## src/hdl/pctb_pkg.sv

```systemverilog
// ----------------------------------------------------------------------------
// pctb_pkg
// Shared types and constants for the prescaled countdown timer bank.
// ----------------------------------------------------------------------------
package pctb_pkg;

	localparam int STORE_ENTRIES_DEF = 256;

	localparam logic [7:0] PRESCALE_RELOAD = 8'd9;

	// request codes
	localparam logic [1:0] REQ_TICK  = 2'd0;
	localparam logic [1:0] REQ_WRITE = 2'd1;
	localparam logic [1:0] REQ_READ  = 2'd2;

	// configuration register indexes
	localparam logic [1:0] CFG_PRESCALER_INDEX = 2'd0;
	localparam logic [1:0] CFG_FAST_RANGE_LAST = 2'd1;
	localparam logic [1:0] CFG_SLOW_RANGE_LAST = 2'd2;

	typedef struct packed {
		logic [1:0] req_type;
		logic [7:0] entry_index;
		logic [7:0] write_value;
	} req_item_t;

	typedef struct packed {
		logic [7:0] read_value;
		logic       prescaler_wrapped;
	} rsp_item_t;

	typedef struct packed {
		logic [7:0] prescaler_index;
		logic [7:0] fast_range_last;
		logic [7:0] slow_range_last;
	} cfg_t;

	// finished result handed from the sequencer to the output register
	typedef struct packed {
		logic      valid;
		rsp_item_t item;
	} done_t;

endpackage

```

## src/hdl/pctb_ram.sv

```systemverilog
// ----------------------------------------------------------------------------
// pctb_ram
// Generic single-write, single-read RAM with registered read data.
// ----------------------------------------------------------------------------
module pctb_ram #(
	parameter int WIDTH = 8,
	parameter int DEPTH = 256,
	localparam int AW = $clog2(DEPTH)
) (
	input  logic             clk,
	input  logic             we,
	input  logic [AW-1:0]    waddr,
	input  logic [WIDTH-1:0] wdata,
	input  logic [AW-1:0]    raddr,
	output logic [WIDTH-1:0] rdata
);

	logic [WIDTH-1:0] mem [DEPTH];
	logic [WIDTH-1:0] rdata_q;

	always_ff @(posedge clk) begin
		if (we) begin
			mem[waddr] <= wdata;
		end
		rdata_q <= mem[raddr];
	end

	assign rdata = rdata_q;

endmodule

```

## src/hdl/pctb_ctrl.sv

```systemverilog
// ----------------------------------------------------------------------------
// pctb_ctrl
// Request sequencer: clearing pass after reset, single-entry reads and
// writes, and the read-modify-write sweep that applies a tick to the store.
// ----------------------------------------------------------------------------
module pctb_ctrl import pctb_pkg::*; #(
	parameter int STORE_ENTRIES = STORE_ENTRIES_DEF,
	localparam int AW = $clog2(STORE_ENTRIES)
) (
	input  logic          clk,
	input  logic          arst_n,
	input  cfg_t          cfg,
	input  logic          req_valid,
	output logic          req_stall,
	input  req_item_t     req,
	output done_t         done,
	input  logic          out_free,
	output logic          ram_we,
	output logic [AW-1:0] ram_waddr,
	output logic [7:0]    ram_wdata,
	output logic [AW-1:0] ram_raddr,
	input  logic [7:0]    ram_rdata
);

	// ranges only reach entry 255, so the sweep stops there
	localparam int SWEEP_LAST_I = (STORE_ENTRIES - 1 < 255) ? STORE_ENTRIES - 1 : 255;
	localparam logic [AW-1:0] SWEEP_LAST = AW'(SWEEP_LAST_I);
	localparam logic [AW-1:0] LAST_ENTRY = AW'(STORE_ENTRIES - 1);

	typedef enum logic [6:0] {
		ST_CLEAR = 7'b0000001,
		ST_IDLE  = 7'b0000010,
		ST_RD    = 7'b0000100,
		ST_PRE   = 7'b0001000,
		ST_SWEEP = 7'b0010000,
		ST_DRAIN = 7'b0100000,
		ST_FIN   = 7'b1000000
	} state_t;

	state_t        state_q;
	logic [AW-1:0] cnt_q;
	logic [AW-1:0] idx_s1;
	logic          vld_s1;
	logic [7:0]    pre_q;
	logic          wrap_q;
	logic          in_store_q;
	rsp_item_t     res_q;

	logic       accept;
	logic       req_in_store;
	logic       pre_present;
	logic [7:0] pre_val;
	logic [8:0] sw_idx;
	logic [8:0] pre_idx;
	logic [8:0] fast_last;
	logic [8:0] slow_last;
	logic       is_pre;
	logic       in_fast;
	logic       step_slow;
	logic [7:0] new_val;

	assign req_stall    = (state_q != ST_IDLE);
	assign accept       = req_valid && !req_stall;
	assign req_in_store = 32'(req.entry_index) < STORE_ENTRIES;
	assign pre_present  = 32'(cfg.prescaler_index) < STORE_ENTRIES;
	assign pre_val      = pre_present ? ram_rdata : 8'd0;

	// entry update for the sweep stage
	assign sw_idx    = 9'(idx_s1);
	assign pre_idx   = {1'b0, cfg.prescaler_index};
	assign fast_last = {1'b0, cfg.fast_range_last};
	assign slow_last = {1'b0, cfg.slow_range_last};
	assign is_pre    = (sw_idx == pre_idx);
	assign in_fast   = (sw_idx >= pre_idx + 9'd1) && (sw_idx <= fast_last);
	assign step_slow = wrap_q && (sw_idx >= fast_last + 9'd1) && (sw_idx <= slow_last);

	always_comb begin
		if (is_pre) begin
			if (wrap_q) begin
				// reload, then one slow step if the prescaler sits in the slow range
				new_val = step_slow ? PRESCALE_RELOAD - 8'd1 : PRESCALE_RELOAD;
			end else begin
				new_val = pre_q - 8'd1;
			end
		end else if ((step_slow || in_fast) && ram_rdata != 8'd0) begin
			new_val = ram_rdata - 8'd1;
		end else begin
			new_val = ram_rdata;
		end
	end

	always_comb begin
		ram_we    = 1'b0;
		ram_waddr = cnt_q;
		ram_wdata = 8'd0;
		ram_raddr = cnt_q;
		unique case (state_q)
			ST_CLEAR: begin
				ram_we = 1'b1;
			end
			ST_IDLE: begin
				if (req.req_type == REQ_TICK) begin
					ram_raddr = AW'(cfg.prescaler_index);
				end else begin
					ram_raddr = AW'(req.entry_index);
				end
				if (accept && req.req_type == REQ_WRITE) begin
					ram_we    = req_in_store;
					ram_waddr = AW'(req.entry_index);
					ram_wdata = req.write_value;
				end
			end
			ST_RD, ST_PRE, ST_SWEEP, ST_DRAIN, ST_FIN: begin
			end
			default: begin
			end
		endcase
		// sweep write-back, in the cycle after its read
		if (vld_s1) begin
			ram_we    = 1'b1;
			ram_waddr = idx_s1;
			ram_wdata = new_val;
		end
	end

	always_ff @(posedge clk or negedge arst_n) begin
		if (!arst_n) begin
			state_q <= ST_CLEAR;
			cnt_q   <= '0;
			vld_s1  <= 1'b0;
		end else begin
			unique case (state_q)
				ST_CLEAR: begin
					if (cnt_q == LAST_ENTRY) begin
						cnt_q   <= '0;
						state_q <= ST_IDLE;
					end else begin
						cnt_q <= cnt_q + AW'(1);
					end
				end
				ST_IDLE: begin
					if (accept) begin
						unique case (req.req_type)
							REQ_TICK:  state_q <= ST_PRE;
							REQ_READ:  state_q <= ST_RD;
							REQ_WRITE: state_q <= ST_FIN;
							default:   state_q <= ST_FIN;
						endcase
					end
				end
				ST_RD:    state_q <= ST_FIN;
				ST_PRE: begin
					cnt_q   <= '0;
					state_q <= ST_SWEEP;
				end
				ST_SWEEP: begin
					vld_s1 <= 1'b1;
					if (cnt_q == SWEEP_LAST) begin
						cnt_q   <= '0;
						state_q <= ST_DRAIN;
					end else begin
						cnt_q <= cnt_q + AW'(1);
					end
				end
				ST_DRAIN: begin
					vld_s1  <= 1'b0;
					state_q <= ST_FIN;
				end
				ST_FIN: begin
					if (out_free) begin
						state_q <= ST_IDLE;
					end
				end
				default: state_q <= ST_IDLE;
			endcase
		end
	end

	always_ff @(posedge clk) begin
		unique case (state_q)
			ST_IDLE: begin
				in_store_q <= req_in_store;
				res_q      <= '0;
			end
			ST_RD: begin
				res_q.read_value        <= in_store_q ? ram_rdata : 8'd0;
				res_q.prescaler_wrapped <= 1'b0;
			end
			ST_PRE: begin
				pre_q  <= pre_val;
				wrap_q <= (pre_val == 8'd0);
			end
			ST_SWEEP: begin
				idx_s1 <= cnt_q;
			end
			ST_DRAIN: begin
				res_q.read_value        <= 8'd0;
				res_q.prescaler_wrapped <= wrap_q;
			end
			ST_CLEAR, ST_FIN: begin
			end
			default: begin
			end
		endcase
	end

	assign done.valid = (state_q == ST_FIN);
	assign done.item  = res_q;

endmodule

```

## src/hdl/prescaled_countdown_timer_bank_core.sv

```systemverilog
// ----------------------------------------------------------------------------
// prescaled_countdown_timer_bank_core
// Bank of byte countdown timers in one RAM, with a decade prescaler entry.
// ----------------------------------------------------------------------------
// After reset the block clears the timer RAM one entry per cycle before the
// first request is taken; configuration writes are accepted at any time. A
// write request passes from idle to the finish state, a read through a
// read-data state and then the finish state; the result shows up on rsp in
// the cycle the sequencer returns to idle. A tick reads the prescaler entry,
// then sweeps entries 0 to min(STORE_ENTRIES,256)-1 through the single RAM
// read port, one read-modify-write per cycle. One request is in work at a
// time; the result sits in an output register and the next request is
// accepted while it waits.
module prescaled_countdown_timer_bank_core import pctb_pkg::*; #(
	parameter int STORE_ENTRIES = STORE_ENTRIES_DEF
) (
	input  logic       clk,
	input  logic       arst_n,
	input  logic       req_valid,
	output logic       req_stall,
	input  req_item_t  req,
	output logic       rsp_valid,
	input  logic       rsp_stall,
	output rsp_item_t  rsp,
	input  logic       cfg_valid,
	output logic       cfg_ready,
	input  logic [1:0] cfg_index,
	input  logic [7:0] cfg_data
);

	localparam int AW = $clog2(STORE_ENTRIES);

	cfg_t          cfg_q;
	logic          rsp_valid_q;
	rsp_item_t     rsp_q;
	done_t         done;
	logic          out_free;
	logic          ram_we;
	logic [AW-1:0] ram_waddr;
	logic [7:0]    ram_wdata;
	logic [AW-1:0] ram_raddr;
	logic [7:0]    ram_rdata;

	assign cfg_ready = 1'b1;

	always_ff @(posedge clk or negedge arst_n) begin
		if (!arst_n) begin
			cfg_q <= '0;
		end else if (cfg_valid) begin
			unique case (cfg_index)
				CFG_PRESCALER_INDEX: cfg_q.prescaler_index <= cfg_data;
				CFG_FAST_RANGE_LAST: cfg_q.fast_range_last <= cfg_data;
				CFG_SLOW_RANGE_LAST: cfg_q.slow_range_last <= cfg_data;
				default: begin
				end
			endcase
		end
	end

	// output register: refills in the same cycle it drains
	assign out_free = !rsp_valid_q || !rsp_stall;

	always_ff @(posedge clk or negedge arst_n) begin
		if (!arst_n) begin
			rsp_valid_q <= 1'b0;
		end else if (done.valid && out_free) begin
			rsp_valid_q <= 1'b1;
		end else if (!rsp_stall) begin
			rsp_valid_q <= 1'b0;
		end
	end

	always_ff @(posedge clk) begin
		if (done.valid && out_free) begin
			rsp_q <= done.item;
		end
	end

	assign rsp_valid = rsp_valid_q;
	assign rsp       = rsp_q;

	pctb_ctrl #(
		.STORE_ENTRIES(STORE_ENTRIES)
	) u_ctrl (
		.clk       (clk),
		.arst_n    (arst_n),
		.cfg       (cfg_q),
		.req_valid (req_valid),
		.req_stall (req_stall),
		.req       (req),
		.done      (done),
		.out_free  (out_free),
		.ram_we    (ram_we),
		.ram_waddr (ram_waddr),
		.ram_wdata (ram_wdata),
		.ram_raddr (ram_raddr),
		.ram_rdata (ram_rdata)
	);

	pctb_ram #(
		.WIDTH(8),
		.DEPTH(STORE_ENTRIES)
	) u_store (
		.clk   (clk),
		.we    (ram_we),
		.waddr (ram_waddr),
		.wdata (ram_wdata),
		.raddr (ram_raddr),
		.rdata (ram_rdata)
	);

endmodule
```

## config.mk

```make
export PLATFORM = sky130hd
export DESIGN_NAME = prescaled_countdown_timer_bank_core
export DESIGN_NICKNAME = d
export VERILOG_FILES = /design/src/hdl/pctb_pkg.sv /design/src/hdl/pctb_ram.sv /design/src/hdl/pctb_ctrl.sv /design/src/hdl/prescaled_countdown_timer_bank_core.sv
export SDC_FILE = /design/constraint.sdc
export NUM_CORES = 2
export LEC_CHECK = 0
export BUFFER_PORTS_ARGS = -buffer_cell sky130_fd_sc_hd__clkbuf_2
export CORE_ASPECT_RATIO = 1.2
export CORE_UTILIZATION = 55
export CTS_BUF_LIST = sky130_fd_sc_hd__clkbuf_4 sky130_fd_sc_hd__clkbuf_8
export CTS_CLUSTER_DIAMETER = 200
export DETAILED_ROUTE_END_ITERATION = 12
export MAX_ROUTING_LAYER = met4
export PLACE_DENSITY = 0.71
export SLEW_MARGIN = 15
export SYNTH_ARGS = -nofsm -noshare
export SYNTH_HDL_FRONTEND = slang
export SYNTH_SLANG_ARGS = --single-unit
```

## constraint.sdc

```tcl
create_clock -name clk -period 89 [get_ports clk]
set_clock_uncertainty 0.05 [all_clocks]
set_input_delay 4.45 -clock clk [delete_from_list [all_inputs] [get_ports clk]]
set_output_delay 4.45 -clock clk [all_outputs]
set_load 0.01 [all_outputs]
```

# --- After elaboration in Yosys (flattened, before gate mapping) ---
# Memory sizes are Yosys's and may differ from the RTL's. A register that Yosys moved wholly into a read port is not among the register bits.
# Index checks and enable logic that the tools add are counted.
totals:
  inputBits: 33
  word_cells: 97
  mem_bits_rw: 2048
  regBits: 76
  out_inout_bits: 12
  memories: 1
op_classes:
  reduce_logical: 25
  n_eq_ne: 19
  mux: 29
  add_sub_neg: 5
  n_lt_le_gt_ge: 4
memory_table:
  columns: ["name", "depth", "width", "rd", "rd_clocked_by_memory_dff", "wr", "line", "text"]
  rows:
  - ["u_store.mem", 256, 8, 1, 1, 1, "pctb_ram.sv:18", "logic [WIDTH-1:0] mem [DEPTH];"]
ops:
  columns: ["operator", "count"]
  rows:
  - ["two-way mux 8 bit", 12]
  - ["one-hot mux 7 bit (6 select lines)", 1]
  - ["two-way mux 7 bit", 4]
  - ["one-hot mux 9 bit (3 select lines)", 1]
  - ["adder 8 x 1 -> 9 bit, second input constant", 2]
  - [">= comparator 8 x 9 -> 1 bit", 2]
  - ["<= comparator 8 bit", 2]
  - ["one-hot mux 8 bit (2 select lines)", 1]
  - ["subtractor 8 x 1 -> 8 bit, second input constant", 2]
  - ["one-hot mux 7 bit (2 select lines)", 1]
  - ["!= test 2 x 1 -> 1 bit, second input constant", 5]
  - ["adder 8 x 1 -> 8 bit, second input constant", 1]
  - ["== test 8 bit", 1]
  - ["== test 8 bit, second input constant", 1]
  - ["logical NOT 8 bit", 1]
  - ["nonzero test 8 bit", 1]
  - ["== test 7 x 1 -> 1 bit, second input constant", 1]
  - ["== test 7 x 2 -> 1 bit, second input constant", 1]
  - ["== test 7 x 3 -> 1 bit, second input constant", 1]
  - ["== test 7 x 4 -> 1 bit, second input constant", 1]
  - ["== test 7 x 5 -> 1 bit, second input constant", 1]
  - ["== test 7 x 6 -> 1 bit, second input constant", 1]
  - ["== test 7 bit, second input constant", 1]
  - ["logical AND 1 bit", 7]
  - ["13 further kinds", 30]

# --- Longest topological paths before layout ---
logic_depth:
  word_depth: 9
  mapped_depth: 15
  mapped_depth_nobuf: 14

# --- Cells and area by module ---
# Synthesis repeated with hierarchy kept, for this count alone.
hier_totals:
  cells_unflattened: 4206
  hier_area_um2: 84409.7
modules_own_cells:
  columns: ["mod", "area_per_inst_um2", "cells_per_inst", "n_inst", "seq_area_each_um2"]
  rows:
  - ["pctb_ram", 79556.3, 3733, 1, 61659.1]
  - ["pctb_ctrl", 3618.5, 407, 1, 1182.4]
  - ["prescaled_countdown_timer_bank_core", 1234.9, 66, 1, 895.9]

# --- Worst setup path before layout ---
# OpenSTA, ideal clock, no wires.
synth_timing:
  path_kind: "input-to-reg"
  from: "in req[16] (netlist name)"
  to: "mem u_store.mem[0][3], data pin"
  setup_slack_ns: 57.222
  required_ns: 84.489
  path_buffers: 3
  arrival_time_ns: 27.267
  setup_ns: 4.461
  cell_stages: 6
  cell_sequence: "clkbuf_1 -> buf_2 -> and4b_1 -> buf_2 -> a21oi_1 -> a2111oi_0"
synth_via:
  elab_chain_len: 5
synth_rtl:
  columns: ["item", "line", "text"]
  rows:
  - ["start: declaration", "prescaled_countdown_timer_bank_core.sv:21", "input req_item_t req,"]
  - ["== test 2 x 1 -> 1 bit", "pctb_ctrl.sv:107", "if (accept && req.req_type == REQ_WRITE) begin"]
  - ["logical AND 1 bit", "pctb_ctrl.sv:107", null]
  - ["two-way mux 8 bit", "pctb_ctrl.sv:107", null]
  - ["two-way mux 8 bit", "pctb_ctrl.sv:97", "unique case (state_q)"]
  - ["two-way mux 8 bit", "pctb_ctrl.sv:119", "if (vld_s1) begin"]
  - ["named net ram_wdata[3]", "prescaled_countdown_timer_bank_core.sv:40", "logic [7:0] ram_wdata;"]
  - ["end: declaration", "pctb_ram.sv:18", null]
# The timed path passes the listed nets, and every way through them passes these cells.

# --- Final worst setup path ---
layout_timing:
  from: "in req[16] (netlist name)"
  to: "reg u_store.rdata_q[7] (netlist: u_store.rdata[7]), read port of u_store.mem"
layout_via:
  elab_chain_len: 3
layout_rtl:
  columns: ["item", "line", "text"]
  rows:
  - ["logical NOT 2 bit", "pctb_ctrl.sv:102", "if (req.req_type == REQ_TICK) begin"]
  - ["two-way mux 8 bit", "pctb_ctrl.sv:102", null]
  - ["two-way mux 8 bit", "pctb_ctrl.sv:97", null]
  - ["end: declaration", "pctb_ram.sv:19", "logic [WIDTH-1:0] rdata_q;"]
# Every way passes these cells.
# A chain may end at the register's enable or synchronous reset.

==> impl_metrics.yaml <==
status:
  status: "finished clean"
pwr:
  p_int_mw: 1.98
  p_per_area_nw_per_um2: 33.1
  combPwrFrac_pct: 32.6
  pwr-share-clk_pct: 25.4
  p_seq_share_pct: 41.9
  p_sw_mw: 1.10
  p_total_mw: 3.08
  switching_share_pct: 35.7
  vdd_drop_max_v: 0.0000466
  p_leak_nw: 30.8
sta:
  final_max_slew_viol_count: 0
  tightest_slew_ns: 1.26
  rsz0062_at_grt: "false"
  finalHoldViolCount: 0
  tns_ns: 0
  period_minus_slack_ns: 10.26
  layout_setup_ws_ns: 78.74
  maxSlewHeadroom_pct: 16.0
  fin_crit_sh_pct: 11.5
  setup_violations: 0
  max_freq_ghz: 0.0975
critical_path:
  end_kind: "flip-flop"
  start_kind: "input port"
  cp.arrival_ns: 11.16
  crit_required_ns: 89.89
  crit_fanout: 69
  worstSetupPathType: "in -> reg"
floorplanning:
  start_util_pct: 55.5
  coreArea_um2: 153000
  io_pins: 45
  rows: 157
  die_w_um: 361
  die_h_um: 432
  die-area_um2: 156000
grt:
  antenna_found_initial: 7
  track_usage_pct: 30.0
  grt_max_degree: 221
  grt_pass1_wl_mm: 331
  grt_pass1_vias: 49700
  grt-ovfl-total: 0
clock_network:
  ctsHoldBuffers: 0
  clk_pin_slew_ns: 0.06
  clock_sinks: 2132
  cts.path.max_buffers: 4
  cts_tree: "yes"
  cts_resized: 0
  ctsHtreeMaxLevel: 5
  post_cts_buffers: 0
  clk_latency_ns: 1.07
  root_buffer: "clkbuf_8"
  cts_buffers: 333
place:
  place_area_um2: 87000
  hpwl_mm: 135
  io_buffers: 43
  globalplace.congestion: 0.929
  preCtsSetupSlack_ns: 77.79
synthesis:
  synth_top_area_share_pct: 73.6
  syn-num-nets: 5583
  synth_edf_count: 2083
  ys_async_sr_fraction_pct: 1.92
  syn_inst: 5512
  synth_ff_type: "edfxtp_1"
  synth_cell_type_count: 84
  synth_area_leaders: "edfxtp_1 74%, nand2_1 4.6%, mux4_2 4.0%, mux2i_1 2.7%, nand3_1 1.8%"
  synth_top_area_cell: "edfxtp_1"
  syn_area_per_cell_um2: 15.4
  syn_area_um2: 84900
  seq_area_frac_synth_pct: 75.0
  synth_warnings: 0
  synth-seq-cells: 2132
detailed_routing:
  drt-pass1-iter-count: 7
  wl_per_cell_um: 29.0
  wirelength_mm: 228
  routed_via_density: 6.46
  vias: 50800
  ant_nets: 0
  initialDrtViolationCount: 7116
  drc: 0
finish:
  final_util_pct: 60.9
  nNetsFinal: 5726
  num-fill-cells: 11000
  drive_gt1_share_pct: 14.6
  area_delta_synth_final_pct: 9.67
  fin_area_um2: 93100
job:
  max-cap-violations: 0
hold_path:
  hp-class: "reg -> reg"
## layout make-up
| class | instances | area (um^2) | share of cell area, % |
|---|---|---|---|
| diodes | 4 | 10.0 | 0.0107 |
| flip-flops and latches | 2132 | 63700 | 68.4 |
| inverters | 37 | 139 | 0.149 |
| clock inverters | 106 | 582 | 0.625 |
| well taps | 1987 | 2490 | 2.67 |
| multi-input cells | 3020 | 19700 | 21.1 |
| repair buffers | 131 | 951 | 1.02 |
| clock buffers | 452 | 5550 | 5.96 |
## layer usage
| layer | global-route usage, % | part of all wire (%) | vias up |
|---|---|---|---|
| li1 | - | - | 21500 |
| met1 | 37.8 | 36 | 25600 |
| met2 | 47.0 | 48 | 3040 |
| met3 | 6.42 | 10 | 635 |
| met4 | 13.9 | 4.9 | 0 |
| met5 | - | 0 | - |
## cell usage after synthesis, types with 10 or more instances
library cell and n:
dfrtp_1 40, mux4_2 152, a21oi_1 80, buf_1 13
a211oi_1 34, nand2_1 1043, a31oi_1 132, nand4_1 104
and2_1 16, and3_1 35, a22oi_1 48, nand3_1 311
a32oi_1 49, o2111ai_1 10, buf_2 104, o21ai_0 48
a221oi_1 10, a222oi_1 20, ha_1 38, a2111oi_0 12
nand2b_1 10, xnor2_1 16, o211ai_1 17, inv_1 37
nor4_1 36, mux2_2 30, mux2i_1 226, xor2_1 15
clkbuf_1 152, nor3_1 21, a31o_2 12, nor2_1 307
buf_6 13, buf_4 36, nor2b_1 14, edfxtp_1 2083
o22ai_1 63
## through the flow
stage | hold WS, ns | instances
2_1_floorplan | 0.350 | 5512
3_3_place_gp | 0.353 | 7307
3_5_place_dp | 0.366 | 7307
4_1_cts | 0.375 | 7865
5_1_grt | 0.381 | 7868
6_report | 0.368 | 7869
## sequential cells by signal (all words and copies together), names as in the netlist, 7 cells and up
| name | flops |
|---|---|
| u_ctrl.idx_s1 | 8 |
| u_store.mem | 2048 |
| u_ctrl.state_q | 7 |
| cfg_q | 24 |
| u_ctrl.done | 9 |
| u_ctrl.pre_q | 8 |
| rsp | 9 |
| u_ctrl.cnt_q | 8 |
| u_store.rdata | 8 |
## kinds of logic after synthesis
kind of cell,after synthesis,synth area share (%)
muxes,408,7.09
buffers and inverters,360,2.10
AOI/OAI and AO/OA,594,4.86
DFF,2132,75.0
adders and majority gates,38,0.560
xor gates and xnor gates,31,0.320
other,1,0.00442
and+or+nand+nor,1948,10.0
## path summary, 6_finish.rpt
check	from	endpoint	slack, ns	cells after the start
setup / recovery	req[16]	u_store.rdata[7]	78.74	14
hold / removal	u_ctrl.done[2]	rsp[2]	0.37	0
setup reg to reg	u_ctrl.state_q[2]	u_store.rdata[7]	81.17	15
hold reg to reg	u_ctrl.done[2]	rsp[2]	0.37	0
max in group asynchronous	arst_n	cfg_q[20]	84.74	1
min in group asynchronous	arst_n	u_ctrl.state_q[6]	3.53	1
## cell usage in the layout, fill, tap and decap left out, types with 15 or more instances in the layout
master / Yosys / final
edfxtp_1: 2083 / 2083
nand2_1: 1043 / 1036
clkbuf_8: 0 / 345
nand3_1: 311 / 311
nor2_1: 307 / 305
mux2i_1: 226 / 226
mux4_2: 152 / 152
a31oi_1: 132 / 132
clkbuf_4: 0 / 107
nand4_1: 104 / 104
buf_4: 36 / 82
a21oi_1: 80 / 79
clkinv_1: 0 / 75
o22ai_1: 63 / 63
a22oi_1: 48 / 48
o21ai_0: 48 / 47
a32oi_1: 49 / 46
clkbuf_2: 0 / 42
dfrtp_1: 40 / 40
ha_1: 38 / 38
inv_1: 37 / 37
nor4_1: 36 / 36
and3_1: 35 / 35
a211oi_1: 34 / 34
mux2_2: 30 / 30
nor3_1: 21 / 21
a222oi_1: 20 / 20
clkinv_2: 0 / 20
o211ai_1: 17 / 17
xnor2_1: 16 / 16
and2_1: 16 / 16
xor2_1: 15 / 15
## power by group through the flow
stage	clock network [mW]	logic [mW]	registers (mW)
6_report	0.784	1.00	1.29
4_1_cts	0.790	0.996	1.29
3_3_place_gp	0	0.972	1.31
5_1_grt	0.830	1.06	1.29
3_5_place_dp	0	0.995	1.31
2_1_floorplan	0	0.684	1.38
## critical path: stages
cell       delay, ns
clkbuf_2        0.23
or3b_2          0.54
and4_1          0.27
a21oi_4         0.12
buf_4           0.60
buf_4           0.67
buf_4           0.87
buf_4           0.97
buf_4           0.78
mux4_2          0.40
a2111oi_0       0.53
nand4_1         0.16
nor3_1          0.26
nor3_2          0.06
(Power assumes the default switching activity.)
